`config.mk`:
```
export PLATFORM = sky130hd
export DESIGN_NAME = hue_window_chroma_key
export DESIGN_NICKNAME = d
export VERILOG_FILES = /design/src/hdl/hwck_pkg.sv /design/src/hdl/hwck_prep.sv /design/src/hdl/hwck_div_cell.sv /design/src/hdl/hwck_post.sv /design/src/hdl/hue_window_chroma_key.sv
export SDC_FILE = /design/constraint.sdc
export NUM_CORES = 2
export LEC_CHECK = 0
export BUFFER_PORTS_ARGS = -buffer_cell sky130_fd_sc_hd__buf_2
export CORE_ASPECT_RATIO = 0.6
export CORE_MARGIN = 3
export CORE_UTILIZATION = 60
export DETAILED_ROUTE_END_ITERATION = 7
export MAX_ROUTING_LAYER = met4
export PLACE_DENSITY_LB_ADDON = 0.2
export SLEW_MARGIN = 20
export SYNTH_ARGS = -nofsm -noshare
export SYNTH_HDL_FRONTEND = slang
export SYNTH_SLANG_ARGS = --single-unit
```
`constraint.sdc`:
```
create_clock -name clock -period 12.25 [get_ports clock]
set_input_delay 1.225 -clock clock [delete_from_list [all_inputs] [get_ports clock]]
set_output_delay 1.225 -clock clock [all_outputs]
set_load 0.01 [all_outputs]
```
`src/hdl/hwck_pkg.sv`:
```
// Shared types and constants for the hue window chroma key.
// No dependencies; every other file in this folder imports it.
package hwck_pkg;

   // Number of quotient bits produced by the divider chain, one per cell.
   localparam int unsigned QUO_W      = 12;
   localparam int unsigned CHAN_OUT_W = 8;
   localparam int unsigned HUE_W      = 15;

   localparam logic [11:0] HUE_SIXTH  = 12'd3840;
   localparam logic [14:0] HUE_TURN   = 15'd23040;
   localparam logic [7:0]  KEY_OPAQUE = 8'hFF;
   localparam logic [7:0]  SAT_SCALE  = 8'd255;

   typedef enum logic [0:0] {
      CSR_HUE_LOW  = 1'b0,
      CSR_HUE_HIGH = 1'b1
   } hwck_csr_type;

   typedef enum logic [1:0] {
      SECT_RED   = 2'd0,
      SECT_GREEN = 2'd1,
      SECT_BLUE  = 2'd2
   } hwck_sector_type;

   // Per-pixel information that rides alongside the divider lanes.
   typedef struct packed {
      logic [CHAN_OUT_W-1:0] red;
      logic [CHAN_OUT_W-1:0] green;
      logic [CHAN_OUT_W-1:0] blue;
      logic [CHAN_OUT_W-1:0] max_chan;
      hwck_sector_type       sector;
      logic                  diff_neg;
      logic                  undef;
   } hwck_side_type;

endpackage

```
`src/hdl/hwck_prep.sv`:
```
// Front stage: max/min search, sector choice and divider operand set-up.
// Depends on hwck_pkg.
module hwck_prep import hwck_pkg::*; #(
   parameter int unsigned CHAN_W = 8
) (
   input  logic                    clock,
   input  logic                    reset,
   input  logic                    up_valid,
   output logic                    up_ready,
   input  logic [CHAN_OUT_W-1:0]   up_red,
   input  logic [CHAN_OUT_W-1:0]   up_green,
   input  logic [CHAN_OUT_W-1:0]   up_blue,
   output logic                    dn_valid,
   input  logic                    dn_ready,
   output hwck_side_type           dn_side,
   output logic [CHAN_W+QUO_W-1:0] dn_hue_rem,
   output logic [CHAN_W+QUO_W-1:0] dn_hue_dsh,
   output logic [CHAN_W+QUO_W-1:0] dn_sat_rem,
   output logic [CHAN_W+QUO_W-1:0] dn_sat_dsh
);

   localparam int unsigned NW = CHAN_W + QUO_W;

   logic                valid_ff;
   hwck_side_type       side_ff, side_in;
   logic [NW-1:0]       hue_rem_ff, hue_rem_in;
   logic [NW-1:0]       hue_dsh_ff, hue_dsh_in;
   logic [NW-1:0]       sat_rem_ff, sat_rem_in;
   logic [NW-1:0]       sat_dsh_ff, sat_dsh_in;

   always_comb begin
      logic [CHAN_W-1:0] r, g, b, mx, mn, delta, mag;
      r = up_red[CHAN_W-1:0];
      g = up_green[CHAN_W-1:0];
      b = up_blue[CHAN_W-1:0];
      mx = r;
      mn = r;
      if (g > mx) mx = g;
      if (b > mx) mx = b;
      if (g < mn) mn = g;
      if (b < mn) mn = b;
      delta = mx - mn;

      side_in.red      = CHAN_OUT_W'(r);
      side_in.green    = CHAN_OUT_W'(g);
      side_in.blue     = CHAN_OUT_W'(b);
      side_in.max_chan = CHAN_OUT_W'(mx);
      side_in.undef    = (delta == '0);

      // Red wins ties, then green.
      if (r == mx) begin
         side_in.sector   = SECT_RED;
         side_in.diff_neg = (g < b);
         mag              = (g < b) ? (b - g) : (g - b);
      end else if (g == mx) begin
         side_in.sector   = SECT_GREEN;
         side_in.diff_neg = (b < r);
         mag              = (b < r) ? (r - b) : (b - r);
      end else begin
         side_in.sector   = SECT_BLUE;
         side_in.diff_neg = (r < g);
         mag              = (r < g) ? (g - r) : (r - g);
      end

      hue_rem_in = NW'(mag) * NW'(HUE_SIXTH);
      hue_dsh_in = NW'(delta) << (QUO_W - 1);
      sat_rem_in = NW'(delta) * NW'(SAT_SCALE);
      sat_dsh_in = NW'(mx) << (QUO_W - 1);
   end

   assign up_ready = !valid_ff || dn_ready;

   always_ff @(posedge clock) begin
      if (reset) begin
         valid_ff <= 1'b0;
      end else if (up_ready) begin
         valid_ff <= up_valid;
      end
   end

   always_ff @(posedge clock) begin
      if (up_ready && up_valid) begin
         side_ff    <= side_in;
         hue_rem_ff <= hue_rem_in;
         hue_dsh_ff <= hue_dsh_in;
         sat_rem_ff <= sat_rem_in;
         sat_dsh_ff <= sat_dsh_in;
      end
   end

   assign dn_valid   = valid_ff;
   assign dn_side    = side_ff;
   assign dn_hue_rem = hue_rem_ff;
   assign dn_hue_dsh = hue_dsh_ff;
   assign dn_sat_rem = sat_rem_ff;
   assign dn_sat_dsh = sat_dsh_ff;

endmodule

```
`src/hdl/hwck_div_cell.sv`:
```
// One restoring-division step for the hue and saturation lanes, registered.
// Depends on hwck_pkg; instanced as a chain of QUO_W cells by the top level.
module hwck_div_cell import hwck_pkg::*; #(
   parameter int unsigned CHAN_W = 8
) (
   input  logic                    clock,
   input  logic                    reset,
   input  logic                    up_valid,
   output logic                    up_ready,
   input  hwck_side_type           up_side,
   input  logic [CHAN_W+QUO_W-1:0] up_hue_rem,
   input  logic [CHAN_W+QUO_W-1:0] up_hue_dsh,
   input  logic [QUO_W-1:0]        up_hue_quo,
   input  logic [CHAN_W+QUO_W-1:0] up_sat_rem,
   input  logic [CHAN_W+QUO_W-1:0] up_sat_dsh,
   input  logic [QUO_W-1:0]        up_sat_quo,
   output logic                    dn_valid,
   input  logic                    dn_ready,
   output hwck_side_type           dn_side,
   output logic [CHAN_W+QUO_W-1:0] dn_hue_rem,
   output logic [CHAN_W+QUO_W-1:0] dn_hue_dsh,
   output logic [QUO_W-1:0]        dn_hue_quo,
   output logic [CHAN_W+QUO_W-1:0] dn_sat_rem,
   output logic [CHAN_W+QUO_W-1:0] dn_sat_dsh,
   output logic [QUO_W-1:0]        dn_sat_quo
);

   localparam int unsigned NW = CHAN_W + QUO_W;

   logic             valid_ff;
   hwck_side_type    side_ff;
   logic [NW-1:0]    hue_rem_ff, hue_rem_in, hue_dsh_ff;
   logic [NW-1:0]    sat_rem_ff, sat_rem_in, sat_dsh_ff;
   logic [QUO_W-1:0] hue_quo_ff, hue_quo_in, sat_quo_ff, sat_quo_in;
   logic             hue_take, sat_take;

   // The shifted divisor halves from cell to cell, so every cell is alike.
   assign hue_take   = (up_hue_rem >= up_hue_dsh);
   assign sat_take   = (up_sat_rem >= up_sat_dsh);
   assign hue_rem_in = hue_take ? (up_hue_rem - up_hue_dsh) : up_hue_rem;
   assign sat_rem_in = sat_take ? (up_sat_rem - up_sat_dsh) : up_sat_rem;
   assign hue_quo_in = {up_hue_quo[QUO_W-2:0], hue_take};
   assign sat_quo_in = {up_sat_quo[QUO_W-2:0], sat_take};

   assign up_ready = !valid_ff || dn_ready;

   always_ff @(posedge clock) begin
      if (reset) begin
         valid_ff <= 1'b0;
      end else if (up_ready) begin
         valid_ff <= up_valid;
      end
   end

   always_ff @(posedge clock) begin
      if (up_ready && up_valid) begin
         side_ff    <= up_side;
         hue_rem_ff <= hue_rem_in;
         hue_dsh_ff <= up_hue_dsh >> 1;
         hue_quo_ff <= hue_quo_in;
         sat_rem_ff <= sat_rem_in;
         sat_dsh_ff <= up_sat_dsh >> 1;
         sat_quo_ff <= sat_quo_in;
      end
   end

   assign dn_valid   = valid_ff;
   assign dn_side    = side_ff;
   assign dn_hue_rem = hue_rem_ff;
   assign dn_hue_dsh = hue_dsh_ff;
   assign dn_hue_quo = hue_quo_ff;
   assign dn_sat_rem = sat_rem_ff;
   assign dn_sat_dsh = sat_dsh_ff;
   assign dn_sat_quo = sat_quo_ff;

endmodule

```
`src/hdl/hwck_post.sv`:
```
// Output stage: hue assembly, wrap, window compare and the result register.
// Depends on hwck_pkg.
module hwck_post import hwck_pkg::*; (
   input  logic                  clock,
   input  logic                  reset,
   input  logic [HUE_W-1:0]      hue_low,
   input  logic [HUE_W-1:0]      hue_high,
   input  logic                  up_valid,
   output logic                  up_ready,
   input  hwck_side_type         up_side,
   input  logic [QUO_W-1:0]      up_hue_quo,
   input  logic [QUO_W-1:0]      up_sat_quo,
   output logic                  rsp_valid,
   input  logic                  rsp_ready,
   output logic [CHAN_OUT_W-1:0] rsp_out_red,
   output logic [CHAN_OUT_W-1:0] rsp_out_green,
   output logic [CHAN_OUT_W-1:0] rsp_out_blue,
   output logic [CHAN_OUT_W-1:0] rsp_alpha,
   output logic [HUE_W-1:0]      rsp_hue,
   output logic                  rsp_hue_undefined,
   output logic [CHAN_OUT_W-1:0] rsp_saturation,
   output logic [CHAN_OUT_W-1:0] rsp_brightness
);

   logic                  valid_ff;
   logic [CHAN_OUT_W-1:0] red_ff, red_in, green_ff, green_in, blue_ff, blue_in;
   logic [CHAN_OUT_W-1:0] alpha_ff, alpha_in, sat_ff, sat_in, bright_ff;
   logic [HUE_W-1:0]      hue_ff, hue_in;
   logic                  undef_ff;

   always_comb begin
      logic signed [16:0] base;
      logic signed [16:0] quo;
      logic signed [16:0] sum;
      logic               keyed;
      case (up_side.sector)
         SECT_RED:   base = 17'sd0;
         SECT_GREEN: base = $signed(17'({HUE_SIXTH, 1'b0}));
         default:    base = $signed(17'({HUE_SIXTH, 2'b00}));
      endcase
      quo = $signed(17'(up_hue_quo));
      sum = up_side.diff_neg ? (base - quo) : (base + quo);
      if (sum < 0) begin
         sum = sum + $signed(17'(HUE_TURN));
      end
      hue_in = up_side.undef ? '0 : sum[HUE_W-1:0];
      keyed  = !up_side.undef && (hue_in > hue_low) && (hue_in < hue_high);

      red_in   = keyed ? '0 : up_side.red;
      green_in = keyed ? '0 : up_side.green;
      blue_in  = keyed ? '0 : up_side.blue;
      alpha_in = keyed ? '0 : KEY_OPAQUE;
      // A black pixel divides by zero; its saturation is defined as zero.
      sat_in   = (up_side.max_chan == '0) ? '0 : up_sat_quo[CHAN_OUT_W-1:0];
   end

   assign up_ready = !valid_ff || rsp_ready;

   always_ff @(posedge clock) begin
      if (reset) begin
         valid_ff <= 1'b0;
      end else if (up_ready) begin
         valid_ff <= up_valid;
      end
   end

   always_ff @(posedge clock) begin
      if (up_ready && up_valid) begin
         red_ff    <= red_in;
         green_ff  <= green_in;
         blue_ff   <= blue_in;
         alpha_ff  <= alpha_in;
         hue_ff    <= hue_in;
         undef_ff  <= up_side.undef;
         sat_ff    <= sat_in;
         bright_ff <= up_side.max_chan;
      end
   end

   assign rsp_valid         = valid_ff;
   assign rsp_out_red       = red_ff;
   assign rsp_out_green     = green_ff;
   assign rsp_out_blue      = blue_ff;
   assign rsp_alpha         = alpha_ff;
   assign rsp_hue           = hue_ff;
   assign rsp_hue_undefined = undef_ff;
   assign rsp_saturation    = sat_ff;
   assign rsp_brightness    = bright_ff;

endmodule

```
`src/hdl/hue_window_chroma_key.sv`:
```
// Pipeline: a word accepted on the request port reaches the result port through
// one set-up stage, a chain of 12 divider cells and one output register.
// Throughput: one pixel per clock while rsp_ready stays high; a low rsp_ready backs up the chain.
// Each stage holds its word only while the next is full, so bubbles are squeezed out.
// Reset is synchronous: all stages empty, hue bounds return to 18560 and 22400.
// Depends on hwck_pkg, hwck_prep, hwck_div_cell and hwck_post.
module hue_window_chroma_key import hwck_pkg::*; #(
   parameter int unsigned CHANNEL_BITS = 8
) (
   input  logic                  clock,
   input  logic                  reset,
   input  logic                  csr_valid,
   output logic                  csr_ready,
   input  hwck_csr_type          csr_index,
   input  logic [HUE_W-1:0]      csr_wdata,
   input  logic                  req_valid,
   output logic                  req_ready,
   input  logic [CHAN_OUT_W-1:0] req_red,
   input  logic [CHAN_OUT_W-1:0] req_green,
   input  logic [CHAN_OUT_W-1:0] req_blue,
   output logic                  rsp_valid,
   input  logic                  rsp_ready,
   output logic [CHAN_OUT_W-1:0] rsp_out_red,
   output logic [CHAN_OUT_W-1:0] rsp_out_green,
   output logic [CHAN_OUT_W-1:0] rsp_out_blue,
   output logic [CHAN_OUT_W-1:0] rsp_alpha,
   output logic [HUE_W-1:0]      rsp_hue,
   output logic                  rsp_hue_undefined,
   output logic [CHAN_OUT_W-1:0] rsp_saturation,
   output logic [CHAN_OUT_W-1:0] rsp_brightness
);

   // The input ports are eight bits wide, so no more than eight bits can matter.
   localparam int unsigned CW = (CHANNEL_BITS < CHAN_OUT_W) ? CHANNEL_BITS : CHAN_OUT_W;
   localparam int unsigned NW = CW + QUO_W;

   logic [HUE_W-1:0] hue_low_ff, hue_high_ff;

   logic             stg_valid [QUO_W+1];
   logic             stg_ready [QUO_W+1];
   hwck_side_type    stg_side  [QUO_W+1];
   logic [NW-1:0]    stg_hrem  [QUO_W+1];
   logic [NW-1:0]    stg_hdsh  [QUO_W+1];
   logic [QUO_W-1:0] stg_hquo  [QUO_W+1];
   logic [NW-1:0]    stg_srem  [QUO_W+1];
   logic [NW-1:0]    stg_sdsh  [QUO_W+1];
   logic [QUO_W-1:0] stg_squo  [QUO_W+1];

   assign csr_ready = 1'b1;

   always_ff @(posedge clock) begin
      if (reset) begin
         hue_low_ff  <= 15'd18560;
         hue_high_ff <= 15'd22400;
      end else if (csr_valid && csr_ready) begin
         unique case (csr_index)
            CSR_HUE_LOW:  hue_low_ff  <= csr_wdata;
            CSR_HUE_HIGH: hue_high_ff <= csr_wdata;
            default:      ;
         endcase
      end
   end

   hwck_prep #(.CHAN_W(CW)) u_prep (
      .clock      (clock),
      .reset      (reset),
      .up_valid   (req_valid),
      .up_ready   (req_ready),
      .up_red     (req_red),
      .up_green   (req_green),
      .up_blue    (req_blue),
      .dn_valid   (stg_valid[0]),
      .dn_ready   (stg_ready[0]),
      .dn_side    (stg_side[0]),
      .dn_hue_rem (stg_hrem[0]),
      .dn_hue_dsh (stg_hdsh[0]),
      .dn_sat_rem (stg_srem[0]),
      .dn_sat_dsh (stg_sdsh[0])
   );

   assign stg_hquo[0] = '0;
   assign stg_squo[0] = '0;

   for (genvar i = 0; i < QUO_W; i++) begin : g_cell
      hwck_div_cell #(.CHAN_W(CW)) u_cell (
         .clock      (clock),
         .reset      (reset),
         .up_valid   (stg_valid[i]),
         .up_ready   (stg_ready[i]),
         .up_side    (stg_side[i]),
         .up_hue_rem (stg_hrem[i]),
         .up_hue_dsh (stg_hdsh[i]),
         .up_hue_quo (stg_hquo[i]),
         .up_sat_rem (stg_srem[i]),
         .up_sat_dsh (stg_sdsh[i]),
         .up_sat_quo (stg_squo[i]),
         .dn_valid   (stg_valid[i+1]),
         .dn_ready   (stg_ready[i+1]),
         .dn_side    (stg_side[i+1]),
         .dn_hue_rem (stg_hrem[i+1]),
         .dn_hue_dsh (stg_hdsh[i+1]),
         .dn_hue_quo (stg_hquo[i+1]),
         .dn_sat_rem (stg_srem[i+1]),
         .dn_sat_dsh (stg_sdsh[i+1]),
         .dn_sat_quo (stg_squo[i+1])
      );
   end

   hwck_post u_post (
      .clock             (clock),
      .reset             (reset),
      .hue_low           (hue_low_ff),
      .hue_high          (hue_high_ff),
      .up_valid          (stg_valid[QUO_W]),
      .up_ready          (stg_ready[QUO_W]),
      .up_side           (stg_side[QUO_W]),
      .up_hue_quo        (stg_hquo[QUO_W]),
      .up_sat_quo        (stg_squo[QUO_W]),
      .rsp_valid         (rsp_valid),
      .rsp_ready         (rsp_ready),
      .rsp_out_red       (rsp_out_red),
      .rsp_out_green     (rsp_out_green),
      .rsp_out_blue      (rsp_out_blue),
      .rsp_alpha         (rsp_alpha),
      .rsp_hue           (rsp_hue),
      .rsp_hue_undefined (rsp_hue_undefined),
      .rsp_saturation    (rsp_saturation),
      .rsp_brightness    (rsp_brightness)
   );

   // An accepted word must land in the set-up stage on the next edge.
   a_accept_lands: assert property (@(posedge clock) disable iff (reset)
      req_valid && req_ready |=> stg_valid[0])
      else $error("accepted pixel did not enter the set-up stage");

   // A keyed pixel always has a defined hue inside the window.
   a_keyed_defined: assert property (@(posedge clock) disable iff (reset)
      rsp_valid && (rsp_alpha == '0) |->
         !rsp_hue_undefined && (rsp_hue > hue_low_ff) && (rsp_hue < hue_high_ff))
      else $error("keyed pixel with undefined or out-of-window hue");

   // Grey and black pixels report zero hue and zero saturation.
   a_undef_zero: assert property (@(posedge clock) disable iff (reset)
      rsp_valid && rsp_hue_undefined |-> (rsp_hue == '0) && (rsp_saturation == '0))
      else $error("undefined hue with non-zero hue or saturation");

   // The hue wrap keeps every result below a full turn.
   a_hue_range: assert property (@(posedge clock) disable iff (reset)
      rsp_valid |-> (rsp_hue < HUE_TURN))
      else $error("hue out of range");

endmodule

```
Word-level counts from Yosys, hierarchy flattened
Index checks and enable logic that the tools add are counted.
{ "op_classes": {"bitwise": 1, "magnitude_cmp": 34, "n_eq_ne": 3, "n_addsub": 32, "mul": 2, "mux": 38, "reduce_logical": 50} }
{ "op_table": {"columns": ["operator", "n"], "rows": [
  ["$mux W20", 21],
  ["$mux W8", 10],
  ["$sub A8 B8 Y8", 7],
  ["$ge A20 B10 Y1", 2],
  ["$ge A20 B11 Y1", 2],
  ["$ge A20 B12 Y1", 2],
  ["$ge A20 B13 Y1", 2],
  ["$ge A20 B14 Y1", 2],
  ["$ge A20 B15 Y1", 2],
  ["$ge A20 B16 Y1", 2],
  ["$ge A20 B17 Y1", 2],
  ["$ge A20 B18 Y1", 2],
  ["$ge A20 B8 Y1", 2],
  ["$ge A20 B9 Y1", 2],
  ["$lt A8 B8 Y1", 5],
  ["$sub A20 B10 Y20", 2],
  ["$sub A20 B11 Y20", 2],
  ["$sub A20 B12 Y20", 2],
  ["$sub A20 B13 Y20", 2],
  ["$sub A20 B14 Y20", 2],
  ["$sub A20 B15 Y20", 2],
  ["$sub A20 B16 Y20", 2],
  ["$sub A20 B17 Y20", 2],
  ["$sub A20 B18 Y20", 2],
  ["29 further kinds", 77]
]} }
{ "totals": {"elab_cells": 333, "ff_bits": 1254} }

Longest topological paths before layout
{ "logic_depth": {"depth_word": 16, "depth_mapped": 48} }

Hierarchy
Synthesis repeated with hierarchy kept, for this count alone.
{ "unflattened": {"cells_unflattened": 7787, "area_unflattened_um2": 95356.5} }
{ "modules_own_cells": {"columns": ["mod", "instances", "seq_area_each_um2", "cells_each", "area_each_um2"], "rows": [
  ["hwck_div_cell at g_cell[0].u_cell ...", 6, 4164.0, 520, 6826.5],
  ["hwck_div_cell at g_cell[6].u_cell ...", 4, 4164.0, 569, 6882.9],
  ["hwck_div_cell at g_cell[10].u_cell ...", 2, 4164.0, 554, 6879.1],
  ["hwck_prep", 1, 2152.1, 835, 8285.4],
  ["hwck_post", 1, 1731.7, 326, 3560.9],
  ["hue_window_chroma_key", 1, 600.6, 122, 1261.2]
]} }

Worst setup path after synthesis
OpenSTA, ideal clock, no wires.
{ "synth_path": {"path_kind": "input-to-reg", "start": "in req_green[0]", "end": "reg u_prep.sat_rem_ff[15], in the netlist u_prep.dn_sat_rem[15] (data pin)", "path_buffers": 1, "path_slack_ns": 2.368, "setup_ns": 0.259, "arrival_ns": 9.622, "t_required_ns": 11.991, "cell_stages": 47, "path_cell_list": "inv_1 > ha_1 > inv_1 > fa_1 > nand3_1 > a21oi_2 > o21ai_4 > clkbuf_1 > nor2_1 > a21oi_1 > ha_1 > a21oi_1 > nor2b_1 > o21ai_0 > nand2b_1 > a311o_1 > a31oi_4 > nor2_8 > [11 not listed] > fa_1 > inv_1 > fa_1 > fa_1 > inv_1 > ha_1 > o21ai_0 > a21boi_0 > o21ai_0 > nand2_1 > and2_1 > o21ai_0 > nand2_1 > a21oi_1 > o21bai_1 > a21o_1 > a21oi_1 > xnor2_1"} }
{ "synth_between": {"elab_chain_len": 6} }
{ "synth_rtl": {"columns": ["item", "line", "source"], "rows": [
  ["start, declared", "hue_window_chroma_key.sv:19", "input logic [CHAN_OUT_W-1:0] req_green,"],
  ["$gt A8 B8 Y1", "hwck_prep.sv:38", "if (g > mx) mx = g;"],
  ["$mux W8 (*)", "hwck_prep.sv:38", null],
  ["$gt A8 B8 Y1", "hwck_prep.sv:39", "if (b > mx) mx = b;"],
  ["$mux W8 (*)", "hwck_prep.sv:39", null],
  ["named net u_prep.sat_dsh_in[12]", "hwck_prep.sv:29", "logic [NW-1:0] sat_dsh_ff, sat_dsh_in;"],
  ["$sub A8 B8 Y8 (*)", "hwck_prep.sv:42", "delta = mx - mn;"],
  ["$mul A8 B8 Y16 (*)", "hwck_prep.sv:67", "sat_rem_in = NW'(delta) * NW'(SAT_SCALE);"],
  ["named net u_prep.sat_rem_in[15]", "hwck_prep.sv:28", "logic [NW-1:0] sat_rem_ff, sat_rem_in;"],
  ["end signal, assigned", "hwck_prep.sv:86", "sat_rem_ff <= sat_rem_in;"],
  ["end, declared", "hwck_prep.sv:28", null]
]} }
The timed path passes the listed nets; every way through them passes the cells marked *.
A chain may end at the register's enable or synchronous reset.

Final worst setup path
{ "layout_path": {"start": "in req_red[5]", "end": "reg u_prep.sat_rem_ff[15], in the netlist u_prep.dn_sat_rem[15] (data pin)"} }
{ "layout_between": {"elab_chain_len": 6} }
{ "layout_rtl": {"columns": ["item", "line", "source"], "rows": [
  ["start, declared", "hue_window_chroma_key.sv:18", "input logic [CHAN_OUT_W-1:0] req_red,"],
  ["$gt A8 B8 Y1", "hwck_prep.sv:38", null],
  ["$mux W8 (*)", "hwck_prep.sv:38", null],
  ["$gt A8 B8 Y1", "hwck_prep.sv:39", null],
  ["$mux W8 (*)", "hwck_prep.sv:39", null],
  ["named net u_prep.sat_dsh_in[12]", "hwck_prep.sv:29", null],
  ["$sub A8 B8 Y8 (*)", "hwck_prep.sv:42", null],
  ["$mul A8 B8 Y16 (*)", "hwck_prep.sv:67", null],
  ["named net u_prep.sat_rem_in[15]", "hwck_prep.sv:28", null]
]} }
Marked as above.

==> results.toml <==
[status]
outcome = "completed"

[critical_path]
cp_max_fo = 15
start_kind = "primary input"
cpMaxStageDelayCell = "xnor2_1"
crit_path_frequent_cell = "inv_1"
critPathRequiredTime_ns = 12.68
end_kind = "register"
ff2ff_setup_slack_ns = 7.23
worst_ep_arrival_time_ns = 10.78
crit_type = "in2reg"
cpPeakStageDelay_ns = 0.63

[routing]
vias = 30054
via_per_inst = 5.446
drtAntennaViolNets = 0
finalWirelength_um = 98620
drt_iter0_markers = 2223
drt_pass1_iterations = 5
post-route-drc-count = 0
wl_per_cell_um = 17.87

[pwr]
power_mw = 14.52
clockPowerShare_pct = 22.7
switching_power_mw = 4.909
p_leak_nw = 22.95
vdd_drop_max_uv = 2860
cellInternalPower_mw = 9.611
netSwitchingFraction_pct = 33.81
power_frac_comb_pct = 42.3
power_density_nw_per_um2 = 240.4
seqPwrFrac_pct = 35.0

[cts]
cts_resized = 0
cts_tree = "done"
holdBufCountCts = 0
cts_made_buffers = 101
ctsHtreeMaxLevel = 3
path_clk_slew_ns = 0.07
insertion_delay_ns = 0.72
cts_sinks = 1175
cts.path.max_buffers = 3
post_cts_buffers = 0
clockRootBuffer = "clkbuf_16"

[global_routing]
grt_pass1_vias = 28947
grt_first_pass_wirelength_um = 157800
antenna_found_initial = 4
grt.total_usage_pct = 21.66
overflow = 0
grt_max_degree = 83

[placement]
place_ws_ns = 1.316
placedInstanceArea_sq_um = 56910
gp_congestion = 0.9480
dp_hpwl_um = 70990
numPortBuffers = 110

[sta]
max_slew_margin_pct = 29.47
finalCriticalPeriod_ns = 10.35
finalHoldViolCount = 0
worstMarginPinSlew_ns = 1.056
setup_tns_ns = 0
report.final.slew_viol_count = 0
fmax_ghz = 0.09660
rsz0062_at_grt = "false"
skew_ns = 0.04751
period_share_pct = 84.50
finalSetupViolCount = 0
setup_ws_ns = 1.898

[synth]
synth_warnings = 0
synth_cells = 4044
async_flop_share_pct = 0
ys_seq_elements = 1175
yosysSeqAreaShare_pct = 63.63
ys.flop_type = "edfxtp_1"
netlist_area_sq_um = 54760
synth_edf_count = 1131
synth_nets = 4503
synth_cell_types = 81
synth.avg_cell_area_sq_um = 13.54

[die]
io_pins = 112
core_area_sq_um = 90080
floorplan.initialDensity_pct = 60.79
dieArea_sq_um = 95040
fp.dieH_um = 240.0
die_x_um = 396.0
rows = 85

[min_path]
min_path_type = "reg2reg"

[final_layout]
final_cell_mix = "edfxtp_1 (1131), inv_1 (423), ha_1 (348)"
fillers = 6313
drive_gt1_share_pct = 8.512
final_common_cell = "edfxtp_1"
area_delta_synth_final_pct = 10.30
layout.nets = 4674
fin_area_sq_um = 60400

[flow_run]
max_cap_viol_count = 0
==> critical path, delay by kind of cell <==
family	cells	cell delay [ns]
AOI/OAI and AO/OA	17	3.33
xor gates and xnor gates	3	0.90
adders and majority gates	8	3.03
buffers and inverters	8	0.92
muxes	1	0.31
and+or+nand+nor	9	1.06
==> registers in the layout, summed over array words and instances, names as in the netlist, 15 cells and up <==
signal,cells
g_cell.u_cell.dn_hue_quo,78
g_cell.u_cell.dn_hue_rem,160
g_cell.u_cell.dn_side,416
hue_high_ff,15
g_cell.u_cell.dn_sat_quo,36
u_post.rsp_hue,15
g_cell.u_cell.dn_sat_dsh,16
u_prep.dn_side,36
g_cell.u_cell.dn_hue_dsh,77
u_prep.dn_sat_rem,15
hue_low_ff,15
g_cell.u_cell.dn_sat_rem,220
==> routing by layer <==
metal	GRT usage, %	wire [um]	vias up
met4	4.380	1404	0
met2	30.08	40750	675
met3	5.003	6414	110
li1	-	-	14934
met1	32.88	50050	14335
met5	-	0	-
==> cells in the mapped netlist (all sizes together) (4+ instances only) <==
library cell / n / area (sq um)
inv: 424 / 1592
clkbuf: 54 / 202.7
a31oi: 12 / 90.09
or2: 7 / 43.80
a2111oi: 10 / 87.58
or4: 21 / 157.7
o21ai: 186 / 942.2
a211o: 8 / 70.07
or3: 19 / 118.9
a211oi: 4 / 30.03
a21oi: 192 / 964.7
edfxtp: 1131 / 33960
nor2: 222 / 852.1
nand4: 33 / 206.5
o2111ai: 5 / 43.79
dfxtp: 44 / 880.8
o21a: 15 / 112.6
buf: 13 / 81.33
o21bai: 15 / 112.6
nand2: 233 / 874.6
nor4: 49 / 321.6
nor4b: 4 / 35.03
nand3: 26 / 142.6
mux2: 29 / 326.6
xor2: 120 / 1051
nand2b: 77 / 481.7
fa: 66 / 1321
mux2i: 59 / 610.6
o31ai: 31 / 246.5
a21boi: 38 / 285.3
nand3b: 8 / 60.06
a21o: 127 / 953.4
and3: 17 / 106.4
and2: 36 / 225.2
o211ai: 6 / 45.04
nor2b: 66 / 412.9
xnor2: 179 / 1575
ha: 348 / 4354
nor3: 62 / 315.3
nand4b: 10 / 87.58
==> through the flow <==
| stage | hold WS, ns | util (%) | cells |
|---|---|---|---|
| final | 0.3746 | 67.05 | 5519 |
| after CTS | 0.3623 | 67.01 | 5517 |
| after detailed placement | 0.4045 | 63.18 | 5329 |
| after global routing | 0.3727 | 67.05 | 5519 |
| after floorplan | 0.4003 | - | 4044 |
| after global placement | 0.4002 | 63.14 | 5328 |
==> final timing paths <==
kind | startpoint | endpoint | depth (start not counted)
worst max-delay path | req_red[5] | u_prep.dn_sat_rem[15]$_DFFE_PP_ | 46
worst min-delay path | u_prep.dn_side[14]$_DFFE_PP_ | g_cell[0].u_cell.dn_side[14]$_DFFE_PP_ | 0
worst max register to register | g_cell[11].u_cell.dn_side[3]$_DFFE_PP_ | u_post.rsp_out_red[6]$_SDFFCE_PP0P_ | 14
worst min register to register | u_prep.dn_side[14]$_DFFE_PP_ | g_cell[0].u_cell.dn_side[14]$_DFFE_PP_ | 0
==> final cells by class <==
cell class	count	area [sq um]	share of cell area (%)
multi-input combinational	2377	18200	30.13
timing repair buffer	135	778.2	1.288
antenna	1	2.502	0.004143
clock buffer	113	2572	4.259
clock inverter	75	883.3	1.462
tap	1218	1524	2.523
inverter	425	1600	2.649
sequential	1175	34840	57.69
==> logic make-up after synthesis <==
family	synth area share [%]
AND/OR/NAND/NOR	8.244
AO/OA/AOI/OAI	7.703
other	0.006848
buffers and inverters	3.441
flip-flops	63.63
XOR/XNOR	4.837
adder cells (fa/ha/maj)	10.43
multiplexers	1.711
==> power by group through the flow <==
stage | logic [mW] | registers (mW) | clock network (mW)
2_1_floorplan | 4.94 | 5.13 | 0
3_3_place_gp | 6.11 | 5.17 | 0
3_5_place_dp | 6.12 | 5.17 | 0
4_1_cts | 6.20 | 5.09 | 3.37
5_1_grt | 7.17 | 5.10 | 3.53
6_report | 6.14 | 5.09 | 3.29
(Power assumes the default switching activity.)
